===== config.mk =====
export PLATFORM = sky130hd
export DESIGN_NAME = edf_release_time_scheduler_unit
export DESIGN_NICKNAME = d
export VERILOG_FILES = /design/src/design/edfrts_pkg.sv /design/src/design/edf_release_time_scheduler_unit.sv
export SDC_FILE = /design/constraint.sdc
export NUM_CORES = 2
export LEC_CHECK = 0
export BUFFER_PORTS_ARGS = -buffer_cell sky130_fd_sc_hd__clkbuf_2
export CORE_ASPECT_RATIO = 0.5
export CORE_UTILIZATION = 56
export CTS_CLUSTER_DIAMETER = 50
export DETAILED_ROUTE_END_ITERATION = 6
export PLACE_DENSITY = 0.76
export SETUP_SLACK_MARGIN = 0.1
export SLEW_MARGIN = 20
export SYNTH_ARGS = -nofsm -noshare
export SYNTH_HDL_FRONTEND = slang
export SYNTH_SLANG_ARGS = --single-unit

===== constraint.sdc =====
create_clock -name clk -period 7.42 [get_ports clk]
set_input_delay 1.484 -clock clk [delete_from_list [all_inputs] [get_ports clk]]
set_output_delay 1.484 -clock clk [all_outputs]
set_load 0.02 [all_outputs]

===== src/design/edfrts_pkg.sv =====
// Package for the EDF release-time scheduler.
// Holds the operation codes and the sequencer state type; no dependencies.
package edfrts_pkg;

    typedef enum logic [2:0] {
        OP_CREATE_RT    = 3'd0,
        OP_CREATE_PLAIN = 3'd1,
        OP_YIELD        = 3'd2,
        OP_FINISH       = 3'd3,
        OP_TICK         = 3'd4,
        OP_SELECT       = 3'd5
    } op_t;

    typedef enum logic [3:0] {
        ST_IDLE,
        ST_INS_SCAN,
        ST_INS_SHIFT,
        ST_INS_PUT,
        ST_SEL_SCAN,
        ST_SEL_SHIFT,
        ST_SEL_FIFO,
        ST_MIN_SCAN,
        ST_DONE
    } state_t;

    localparam logic [31:0] COUNT_MAX = 32'hFFFF_FFFF;

endpackage


===== src/design/edf_release_time_scheduler_unit.sv =====
// Top level of the EDF release-time scheduler.
// Uses edfrts_pkg; holds the task table and plain FIFO in synchronous memories.
//
// Usage: one command transaction enters on the s_axis group and exactly one
// status transaction leaves on the m_axis group. s_axis_tdata carries the
// operation, the task handle and the two time offsets; m_axis_tdata carries
// the running task, the idle wait time, the deadline counters and the error
// flag. Commands are processed one at a time by a sequencer that walks the
// deadline-sorted table entry by entry through a memory with a registered
// read; a tick or plain create does not walk the table, while a real-time
// insert or a selection visits table entries, and a yield that requeues
// then also selects. The result is held in an output register until taken;
// a new command is accepted only once the sequencer is free and that result
// has been taken, so a stalled receiver stalls the command input. Reset
// clears all counters, time and the running task; the memories need no
// clearing.
module edf_release_time_scheduler_unit #(
    parameter int MAX_RT_TASKS    = 16,
    parameter int MAX_PLAIN_TASKS = 16
) (
    input  logic         clk,
    input  logic         rst_n,
    input  logic         s_axis_tvalid,
    output logic         s_axis_tready,
    // operation[2:0], task_handle[10:3], start_offset_ms[42:11],
    // deadline_offset_ms[74:43], zero fill [79:75]
    input  logic [79:0]  s_axis_tdata,
    output logic         m_axis_tvalid,
    input  logic         m_axis_tready,
    // selected_valid[0], selected_handle[8:1], selected_is_rt[9],
    // idle_wait_until[41:10], deadlines_met[73:42], deadlines_missed[105:74],
    // error[106], zero fill [111:107]
    output logic [111:0] m_axis_tdata
);
    import edfrts_pkg::*;

    localparam int RW = $clog2(MAX_RT_TASKS);
    localparam int PW = $clog2(MAX_PLAIN_TASKS);
    localparam int RC = $clog2(MAX_RT_TASKS + 1);
    localparam int PC = $clog2(MAX_PLAIN_TASKS + 1);

    typedef struct packed {
        logic [7:0]  handle;
        logic [31:0] release_ms;
        logic [31:0] deadline_ms;
    } entry_t;

    entry_t     rt_mem [MAX_RT_TASKS];
    logic [7:0] fifo_mem [MAX_PLAIN_TASKS];

    state_t      state_reg, state_next;
    logic [RC-1:0] rt_count_reg;
    logic [PW-1:0] plain_head_reg;
    logic [PC-1:0] plain_count_reg;
    logic [31:0] now_reg;
    logic [7:0]  run_h_reg;
    logic        run_v_reg, run_rt_reg;
    logic [31:0] run_rel_reg, run_dl_reg;
    logic [31:0] met_reg, missed_reg;
    logic [RC-1:0] idx_reg;
    logic        rd_pend_reg;
    entry_t      ins_reg;
    logic        ins_yield_reg;
    logic [31:0] min_reg;
    logic [31:0] wait_reg;
    logic        err_reg;
    logic        out_v_reg;
    logic [111:0] out_reg;

    entry_t      rd_data_reg;
    logic [7:0]  fifo_rd_reg;

    logic          rd_en;
    logic [RW-1:0] rd_addr;
    logic          wr_en;
    logic [RW-1:0] wr_addr;
    entry_t        wr_data;
    logic          fwr_en;
    logic [PW-1:0] fwr_addr;
    logic [7:0]    fwr_data;
    logic [PC:0]   fifo_tail_sum;
    logic [PW-1:0] plain_head_inc;

    assign s_axis_tready = (state_reg == ST_IDLE) && !out_v_reg;
    assign m_axis_tvalid = out_v_reg;
    assign m_axis_tdata  = out_reg;

    assign fifo_tail_sum  = (PC+1)'(plain_head_reg) + (PC+1)'(plain_count_reg);
    assign plain_head_inc = (plain_head_reg == PW'(MAX_PLAIN_TASKS - 1))
                            ? '0 : plain_head_reg + PW'(1);

    always_ff @(posedge clk)
    begin
        if (wr_en)
        begin
            rt_mem[wr_addr] <= wr_data;
        end
        if (rd_en)
        begin
            rd_data_reg <= rt_mem[rd_addr];
        end
        if (fwr_en)
        begin
            fifo_mem[fwr_addr] <= fwr_data;
        end
        if (fwr_en && (fwr_addr == plain_head_reg))
        begin
            fifo_rd_reg <= fwr_data;
        end
        else
        begin
            fifo_rd_reg <= fifo_mem[plain_head_reg];
        end
    end

    logic accept;
    assign accept = s_axis_tvalid && s_axis_tready;

    logic rt_full, plain_full;
    assign rt_full    = rt_count_reg >= RC'(MAX_RT_TASKS);
    assign plain_full = plain_count_reg >= PC'(MAX_PLAIN_TASKS);

    // Memory access is driven from the sequencer state.
    always_comb
    begin
        rd_en   = 1'b0;
        rd_addr = idx_reg[RW-1:0];
        wr_en   = 1'b0;
        wr_addr = idx_reg[RW-1:0];
        wr_data = rd_data_reg;
        fwr_en  = 1'b0;
        fwr_addr = (fifo_tail_sum >= (PC+1)'(MAX_PLAIN_TASKS))
                   ? PW'(fifo_tail_sum - (PC+1)'(MAX_PLAIN_TASKS))
                   : PW'(fifo_tail_sum);
        fwr_data = ins_reg.handle;
        unique case (state_reg)
            ST_INS_SCAN, ST_SEL_SCAN, ST_MIN_SCAN:
            begin
                rd_en = !rd_pend_reg && (idx_reg < rt_count_reg);
            end
            ST_INS_SHIFT:
            begin
                rd_en   = !rd_pend_reg;
                rd_addr = RW'(idx_reg - RC'(1));
                wr_en   = rd_pend_reg;
            end
            ST_INS_PUT:
            begin
                wr_en   = 1'b1;
                wr_data = ins_reg;
            end
            ST_SEL_SHIFT:
            begin
                rd_en   = !rd_pend_reg;
                rd_addr = RW'(idx_reg + RC'(1));
                wr_en   = rd_pend_reg;
            end
            ST_SEL_FIFO:
            begin
                fwr_en = 1'b1;
            end
            ST_IDLE:
            begin
                fwr_en = 1'b0;
            end
            ST_DONE:
            begin
                fwr_en = 1'b0;
            end
            default:
            begin
                fwr_en = 1'b0;
            end
        endcase
    end

    // Next state.
    logic rd_hit;
    assign rd_hit = rd_pend_reg;

    always_comb
    begin
        state_next = state_reg;
        unique case (state_reg)
            ST_IDLE:
            begin
                if (accept)
                begin
                    unique case (s_axis_tdata[2:0])
                        OP_CREATE_RT:
                        begin
                            state_next = rt_full ? ST_DONE : ST_INS_SCAN;
                        end
                        OP_CREATE_PLAIN:
                        begin
                            state_next = plain_full ? ST_DONE : ST_SEL_FIFO;
                        end
                        OP_YIELD:
                        begin
                            if (!run_v_reg)
                            begin
                                state_next = ST_SEL_SCAN;
                            end
                            else if (run_rt_reg)
                            begin
                                state_next = rt_full ? ST_DONE : ST_INS_SCAN;
                            end
                            else
                            begin
                                state_next = plain_full ? ST_DONE : ST_SEL_FIFO;
                            end
                        end
                        OP_FINISH:
                        begin
                            state_next = ST_SEL_SCAN;
                        end
                        OP_TICK:
                        begin
                            state_next = ST_DONE;
                        end
                        OP_SELECT:
                        begin
                            state_next = run_v_reg ? ST_DONE : ST_SEL_SCAN;
                        end
                        default:
                        begin
                            state_next = ST_DONE;
                        end
                    endcase
                end
            end
            ST_INS_SCAN:
            begin
                if (!rd_hit)
                begin
                    if (idx_reg >= rt_count_reg)
                    begin
                        state_next = ST_INS_PUT;
                    end
                end
                else if (rd_data_reg.deadline_ms > ins_reg.deadline_ms)
                begin
                    state_next = ST_INS_SHIFT;
                end
            end
            ST_INS_SHIFT:
            begin
                if (idx_reg == min_reg[RC-1:0])
                begin
                    state_next = ST_INS_PUT;
                end
            end
            ST_INS_PUT, ST_SEL_FIFO:
            begin
                state_next = ins_yield_reg ? ST_SEL_SCAN : ST_DONE;
            end
            ST_SEL_SCAN:
            begin
                if (!rd_hit)
                begin
                    if (idx_reg < rt_count_reg)
                    begin
                        state_next = ST_SEL_SCAN;
                    end
                    else if (plain_count_reg != '0)
                    begin
                        state_next = ST_DONE;
                    end
                    else
                    begin
                        state_next = (rt_count_reg == '0) ? ST_DONE : ST_MIN_SCAN;
                    end
                end
                else if (rd_data_reg.release_ms <= now_reg)
                begin
                    state_next = ST_SEL_SHIFT;
                end
            end
            ST_SEL_SHIFT:
            begin
                if (idx_reg + RC'(1) >= rt_count_reg)
                begin
                    state_next = ST_DONE;
                end
            end
            ST_MIN_SCAN:
            begin
                if (!rd_hit && (idx_reg >= rt_count_reg))
                begin
                    state_next = ST_DONE;
                end
            end
            ST_DONE:
            begin
                if (!out_v_reg || m_axis_tready)
                begin
                    state_next = ST_IDLE;
                end
            end
            default:
            begin
                state_next = ST_IDLE;
            end
        endcase
    end

    // The sequencer: all working states update registers here.
    always_ff @(posedge clk or negedge rst_n)
    begin
        if (!rst_n)
        begin
            state_reg       <= ST_IDLE;
            rt_count_reg    <= '0;
            plain_head_reg  <= '0;
            plain_count_reg <= '0;
            now_reg         <= '0;
            run_h_reg       <= '0;
            run_v_reg       <= 1'b0;
            run_rt_reg      <= 1'b0;
            run_rel_reg     <= '0;
            run_dl_reg      <= '0;
            met_reg         <= '0;
            missed_reg      <= '0;
            rd_pend_reg     <= 1'b0;
            out_v_reg       <= 1'b0;
            idx_reg         <= '0;
            ins_yield_reg   <= 1'b0;
            wait_reg        <= '0;
            err_reg         <= 1'b0;
        end
        else
        begin
            state_reg <= state_next;
            if (out_v_reg && m_axis_tready)
            begin
                out_v_reg <= 1'b0;
            end
            unique case (state_reg)
                ST_IDLE:
                begin
                    if (accept)
                    begin
                        wait_reg <= '0;
                        err_reg  <= ((s_axis_tdata[2:0] == OP_CREATE_RT) && rt_full)
                                    || ((s_axis_tdata[2:0] == OP_CREATE_PLAIN)
                                        && plain_full);
                        idx_reg  <= '0;
                        rd_pend_reg <= 1'b0;
                        ins_yield_reg <= (s_axis_tdata[2:0] == OP_YIELD);
                        unique case (s_axis_tdata[2:0])
                            OP_CREATE_RT:
                            begin
                                ins_reg.handle      <= s_axis_tdata[10:3];
                                ins_reg.release_ms  <= now_reg + s_axis_tdata[42:11];
                                ins_reg.deadline_ms <= now_reg + s_axis_tdata[42:11]
                                                       + s_axis_tdata[74:43];
                            end
                            OP_CREATE_PLAIN:
                            begin
                                ins_reg.handle <= s_axis_tdata[10:3];
                            end
                            OP_YIELD:
                            begin
                                ins_reg.handle      <= run_h_reg;
                                ins_reg.release_ms  <= run_rel_reg;
                                ins_reg.deadline_ms <= run_dl_reg;
                            end
                            OP_FINISH:
                            begin
                                if (run_v_reg && run_rt_reg)
                                begin
                                    if (now_reg <= run_dl_reg)
                                    begin
                                        if (met_reg != COUNT_MAX)
                                        begin
                                            met_reg <= met_reg + 32'd1;
                                        end
                                    end
                                    else if (missed_reg != COUNT_MAX)
                                    begin
                                        missed_reg <= missed_reg + 32'd1;
                                    end
                                end
                                run_v_reg <= 1'b0;
                            end
                            OP_TICK:
                            begin
                                now_reg <= now_reg + 32'd1;
                            end
                            default:
                            begin
                            end
                        endcase
                    end
                end
                // Find the first entry with a later deadline.
                ST_INS_SCAN:
                begin
                    if (!rd_hit)
                    begin
                        if (idx_reg < rt_count_reg)
                        begin
                            rd_pend_reg <= 1'b1;
                        end
                    end
                    else
                    begin
                        rd_pend_reg <= 1'b0;
                        if (rd_data_reg.deadline_ms <= ins_reg.deadline_ms)
                        begin
                            idx_reg <= idx_reg + RC'(1);
                        end
                        else
                        begin
                            min_reg[RC-1:0] <= idx_reg;
                            idx_reg   <= rt_count_reg;
                        end
                    end
                end
                // Move entries up one place, from the top down to the slot.
                ST_INS_SHIFT:
                begin
                    if (idx_reg == min_reg[RC-1:0])
                    begin
                    end
                    else if (!rd_pend_reg)
                    begin
                        rd_pend_reg <= 1'b1;
                    end
                    else
                    begin
                        rd_pend_reg <= 1'b0;
                        idx_reg     <= idx_reg - RC'(1);
                    end
                end
                ST_INS_PUT:
                begin
                    rt_count_reg <= rt_count_reg + RC'(1);
                    idx_reg      <= '0;
                    if (ins_yield_reg)
                    begin
                        run_v_reg <= 1'b0;
                    end
                end
                // Plain push, or a yield of a plain task followed by selection.
                ST_SEL_FIFO:
                begin
                    plain_count_reg <= plain_count_reg + PC'(1);
                    if (ins_yield_reg)
                    begin
                        run_v_reg <= 1'b0;
                        idx_reg   <= '0;
                    end
                end
                // Earliest-deadline released entry, else the plain FIFO head, else idle.
                ST_SEL_SCAN:
                begin
                    if (!rd_hit)
                    begin
                        if (idx_reg < rt_count_reg)
                        begin
                            rd_pend_reg <= 1'b1;
                        end
                        else if (plain_count_reg != '0)
                        begin
                            run_h_reg      <= fifo_rd_reg;
                            run_v_reg      <= 1'b1;
                            run_rt_reg     <= 1'b0;
                            run_rel_reg    <= '0;
                            run_dl_reg     <= '0;
                            plain_head_reg <= plain_head_inc;
                            plain_count_reg <= plain_count_reg - PC'(1);
                        end
                        else
                        begin
                            run_v_reg   <= 1'b0;
                            run_rt_reg  <= 1'b0;
                            run_h_reg   <= '0;
                            run_rel_reg <= '0;
                            run_dl_reg  <= '0;
                            min_reg     <= COUNT_MAX;
                            idx_reg     <= '0;
                        end
                    end
                    else
                    begin
                        rd_pend_reg <= 1'b0;
                        if (rd_data_reg.release_ms <= now_reg)
                        begin
                            run_h_reg   <= rd_data_reg.handle;
                            run_rel_reg <= rd_data_reg.release_ms;
                            run_dl_reg  <= rd_data_reg.deadline_ms;
                            run_rt_reg  <= 1'b1;
                            run_v_reg   <= 1'b1;
                        end
                        else
                        begin
                            idx_reg <= idx_reg + RC'(1);
                        end
                    end
                end
                // Close the gap left by the selected entry.
                ST_SEL_SHIFT:
                begin
                    if (idx_reg + RC'(1) >= rt_count_reg)
                    begin
                        rt_count_reg <= rt_count_reg - RC'(1);
                    end
                    else if (!rd_pend_reg)
                    begin
                        rd_pend_reg <= 1'b1;
                    end
                    else
                    begin
                        rd_pend_reg <= 1'b0;
                        idx_reg     <= idx_reg + RC'(1);
                    end
                end
                // Smallest pending release time.
                ST_MIN_SCAN:
                begin
                    if (!rd_hit)
                    begin
                        if (idx_reg < rt_count_reg)
                        begin
                            rd_pend_reg <= 1'b1;
                        end
                        else
                        begin
                            wait_reg <= min_reg;
                        end
                    end
                    else
                    begin
                        rd_pend_reg <= 1'b0;
                        idx_reg     <= idx_reg + RC'(1);
                        if (rd_data_reg.release_ms < min_reg)
                        begin
                            min_reg <= rd_data_reg.release_ms;
                        end
                    end
                end
                ST_DONE:
                begin
                    if (!out_v_reg || m_axis_tready)
                    begin
                        out_v_reg <= 1'b1;
                    end
                end
                default:
                begin
                end
            endcase
        end
    end

    always_ff @(posedge clk)
    begin
        if (state_reg == ST_DONE && (!out_v_reg || m_axis_tready))
        begin
            out_reg <= {5'd0, err_reg, missed_reg, met_reg, wait_reg,
                        run_v_reg & run_rt_reg,
                        run_v_reg ? run_h_reg : 8'd0, run_v_reg};
        end
    end

    assert property (@(posedge clk) disable iff (!rst_n)
        rt_count_reg <= RC'(MAX_RT_TASKS))
        else $error("task table count beyond depth");
    assert property (@(posedge clk) disable iff (!rst_n)
        plain_count_reg <= PC'(MAX_PLAIN_TASKS))
        else $error("plain count beyond depth");
    assert property (@(posedge clk) disable iff (!rst_n)
        accept |=> state_reg != ST_IDLE)
        else $error("command accepted but sequencer stayed idle");
    assert property (@(posedge clk) disable iff (!rst_n)
        (state_reg != ST_IDLE) |-> !s_axis_tready)
        else $error("ready raised while busy");
endmodule

==> flow_summary_export.csv <==
group,metric,value,unit
placed_design,io_buffers,187,
critical_path,cp-end-kind,"flip-flop",
synth,seq_area_frac_synth,68.56,%
synth,synth_area,76940,µm²
synth,synth_top_area_share,61.01,%
clock_network,post-cts-setup-buffers,0,
sta,fin_crit_sh,80.76,%
sta,fmax,0.1669,GHz
grt,antenna_found_initial,4,
routing,first_iter_violations,5280,
routing,wl_per_cell,26.98,µm
layout,diodes,0,
routing,finalWirelength,187900,µm
routing,dr.pass1.iters,6,
layout,layoutNonFillerInstCount,6967,
synth,ys.flop_type,"edfxtp_1",
layout,syn_to_final_growth,11.38,%
critical_path,arrival,6.64,ns
clock_network,ctsResizeCount,0,
layout,drive_gt1_share,18.83,%
synth,yosysTopAreaCell,"edfxtp_1",
critical_path,critPathMaxFanout,7,
layout,fin_util,63.35,%
die,core,135300,µm²
sta,slew_viol_final,0,
synth,synth_most_common_cell,"edfxtp_1",
critical_path,required,8.07,ns
status,status,"finished, final reports clean",
critical_path,r2r_start,"now_reg[0]",
grt,grt_pass1_wl,279400,µm
synth,postSynth.asyncResetShare,12.75,%
grt,grt-ovfl-total,0,
die,dieArea,139000,µm²
layout,multiInputGateArea,22760,µm²
sta,setup_tns,0,ns
layout,regMostFlops,"rt_mem",
die,start_util,56.88,%
sta,setup_viol,0,
placed_design,dp.cells,6669,
hold_path,hold_path_class,"flip-flop to flip-flop",
clock_network,htreeDepth,4,
die,rows,95,
clock_network,clk_pin_slew,0.06,ns
clock_network,postCtsHoldBufs,0,
routing,vias_per_cell,6.334,
clock_network,cts_tree,"yes",
pwr,peakVddDrop,569.6,µV
synth,synth_area_leaders,"edfxtp_1 (61%), mux4_2 (9.6%), dfrtp_1 (7.4%)",
clock_network,clk_path_buf_depth,3,
pwr,power_density,406.9,nW/µm²
die,die_w,526.2,µm
critical_path,crit_type,"input pin to flip-flop",
die,die_y,264.1,µm
sta,tightest_slew,1.156,ns
sta,hold_viol,0,
placed_design,dp_hpwl,116300,µm
routing,vias,44130,
grt,track_usage,27.23,%
routing,drcViolationCount,0,
placed_design,gp_congestion,0.9372,
run,cap_violations,0,
layout,largest_reg_flops,1152,
sta,hold-worst-slack,0.4506,ns
critical_path,cp-start-kind,"input pin",
clock_network,numCtsBuffers,161,
grt,grt_pass1_vias,43618,
synth,yosysWarnings,0,
die,num_io_pins,198,
synth,netlist_top_cells_count,"edfxtp_1 (1563), nand2_1 (370), mux4_2 (328)",
synth,synth_edf_count,1563,
sta,layout_min_cycle_time,5.993,ns
sta,skew,0.04243,ns
synth,synthDistinctLibCells,81,
layout,register_area,52750,µm²
synth,synth-seq-cells,1796,
grt,grt_max_degree,145,
synth,syn_inst,4792,
layout,fillers,9299,
synth,postSynthAreaPerCell,16.05,µm²
pwr,p_leak,30.35,nW
clock_network,cts-root-buf,"clkbuf_16",
critical_path,crit_start,"s_axis_tdata[17]",
layout,nets,5350,
sta,slew_headroom,22.31,%
clock_network,clock_latency,0.80,ns
sta,rsz0062_at_grt,"false",
routing,ant_nets,0,
clock_network,cts_sinks,1796,
hold_path,hold_path_startpoint,"wait_reg[5]",
-- critical path, cell delays in order --
cell and delay (ns):
clkbuf_2 0.11, ha_1 0.39, and4_1 0.24, a221o_1 0.31, a211o_1 0.29, a21o_1 0.24, a211oi_1 0.41, o31ai_1 0.16
a21oi_1 0.20, xnor2_1 0.24, ha_1 0.36, a211oi_1 0.32, o21ai_1 0.14, a41oi_1 0.31, o21ai_0 0.17, nor4_1 0.40
nor2_1 0.14, a41o_1 0.30, or3_1 0.35, nand3_1 0.08
-- where the power goes --
| group | total (mW) | internal, mW | switching, mW |
|---|---|---|---|
| combinational | 12.4 | 5.15 | 7.25 |
| sequential | 14.2 | 13.4 | 0.746 |
| clock | 8.31 | 4.48 | 3.83 |
| total | 34.9 | 23.0 | 11.8 |
-- worst paths after layout --
path / slack (ns) / depth (start not counted) / end
worst min-delay path: 0.45 / 0 / m_axis_tdata[15]
worst max register to register: 1.78 / 19 / ins_reg[28]
worst min register to register: 0.45 / 0 / m_axis_tdata[15]
worst max-delay path: 1.43 / 20 / ins_reg[30]
min in group asynchronous: 0.63 / 1 / met_reg[6]
max in group asynchronous: 4.68 / 3 / run_rel_reg[27]
-- cells in the final DEF (no fill, tap or decap), drive strengths merged, types with 16 or more instances in the layout --
cell type / netlist / layout
clkbuf: 129 / 398
a21oi: 209 / 209
mux2: 58 / 58
nor4: 27 / 27
a21o: 71 / 71
buf: 95 / 118
nor3: 54 / 54
a211oi: 83 / 83
edfxtp: 1563 / 1563
clkinv: 1 / 53
or3: 39 / 39
nor2b: 85 / 85
nor2: 141 / 141
xnor2: 120 / 120
nand3: 98 / 98
mux4: 328 / 328
o211ai: 18 / 18
nand2: 370 / 370
dfrtp: 229 / 229
o21ai: 187 / 187
nand4: 52 / 52
and2: 20 / 20
inv: 207 / 225
a31oi: 16 / 16
and3: 42 / 42
mux2i: 77 / 77
ha: 222 / 222
o31ai: 40 / 40
xor2: 59 / 59
-- metal layers --
metal  track usage, %  up-vias  wire length (µm)
met3            5.167      286             18780
met2            42.06     2229             86780
li1                 -    19091                 -
met1            40.05    22522             78040
met5                0        -                13
met4            7.440        2              4337
-- metrics by stage --
stage / total power [mW] / cell area [µm²] / setup slack (ns)
floorplan: 23.00 / 76960 / 0.5479
global placement: 26.20 / 80420 / 0.6726
detailed placement: 26.60 / 80430 / 0.6782
CTS: 34.93 / 85640 / 1.500
global route: 36.38 / 85690 / 1.060
finish: 34.87 / 85690 / 1.427
-- area by class of cell --
type	count	area share, %
Multi-Input combinational cell	2568	26.56
Clock buffer	212	5.010
Sequential cell	1796	61.56
Inverter	208	0.9111
Tap cell	1794	2.620
Clock inverter	85	1.079
Timing Repair Buffer	304	2.265
-- logic make-up after synthesis --
kind of cell | synth area share [%]
flip-flops | 68.56
AND/OR/NAND/NOR | 6.115
AO/OA/AOI/OAI | 5.822
multiplexers | 11.45
buffers and inverters | 2.256
adder cells (fa/ha/maj) | 3.754
XOR/XNOR | 2.038
other | 0.004874
No activity file was read; power rests on OpenSTA's default activity.
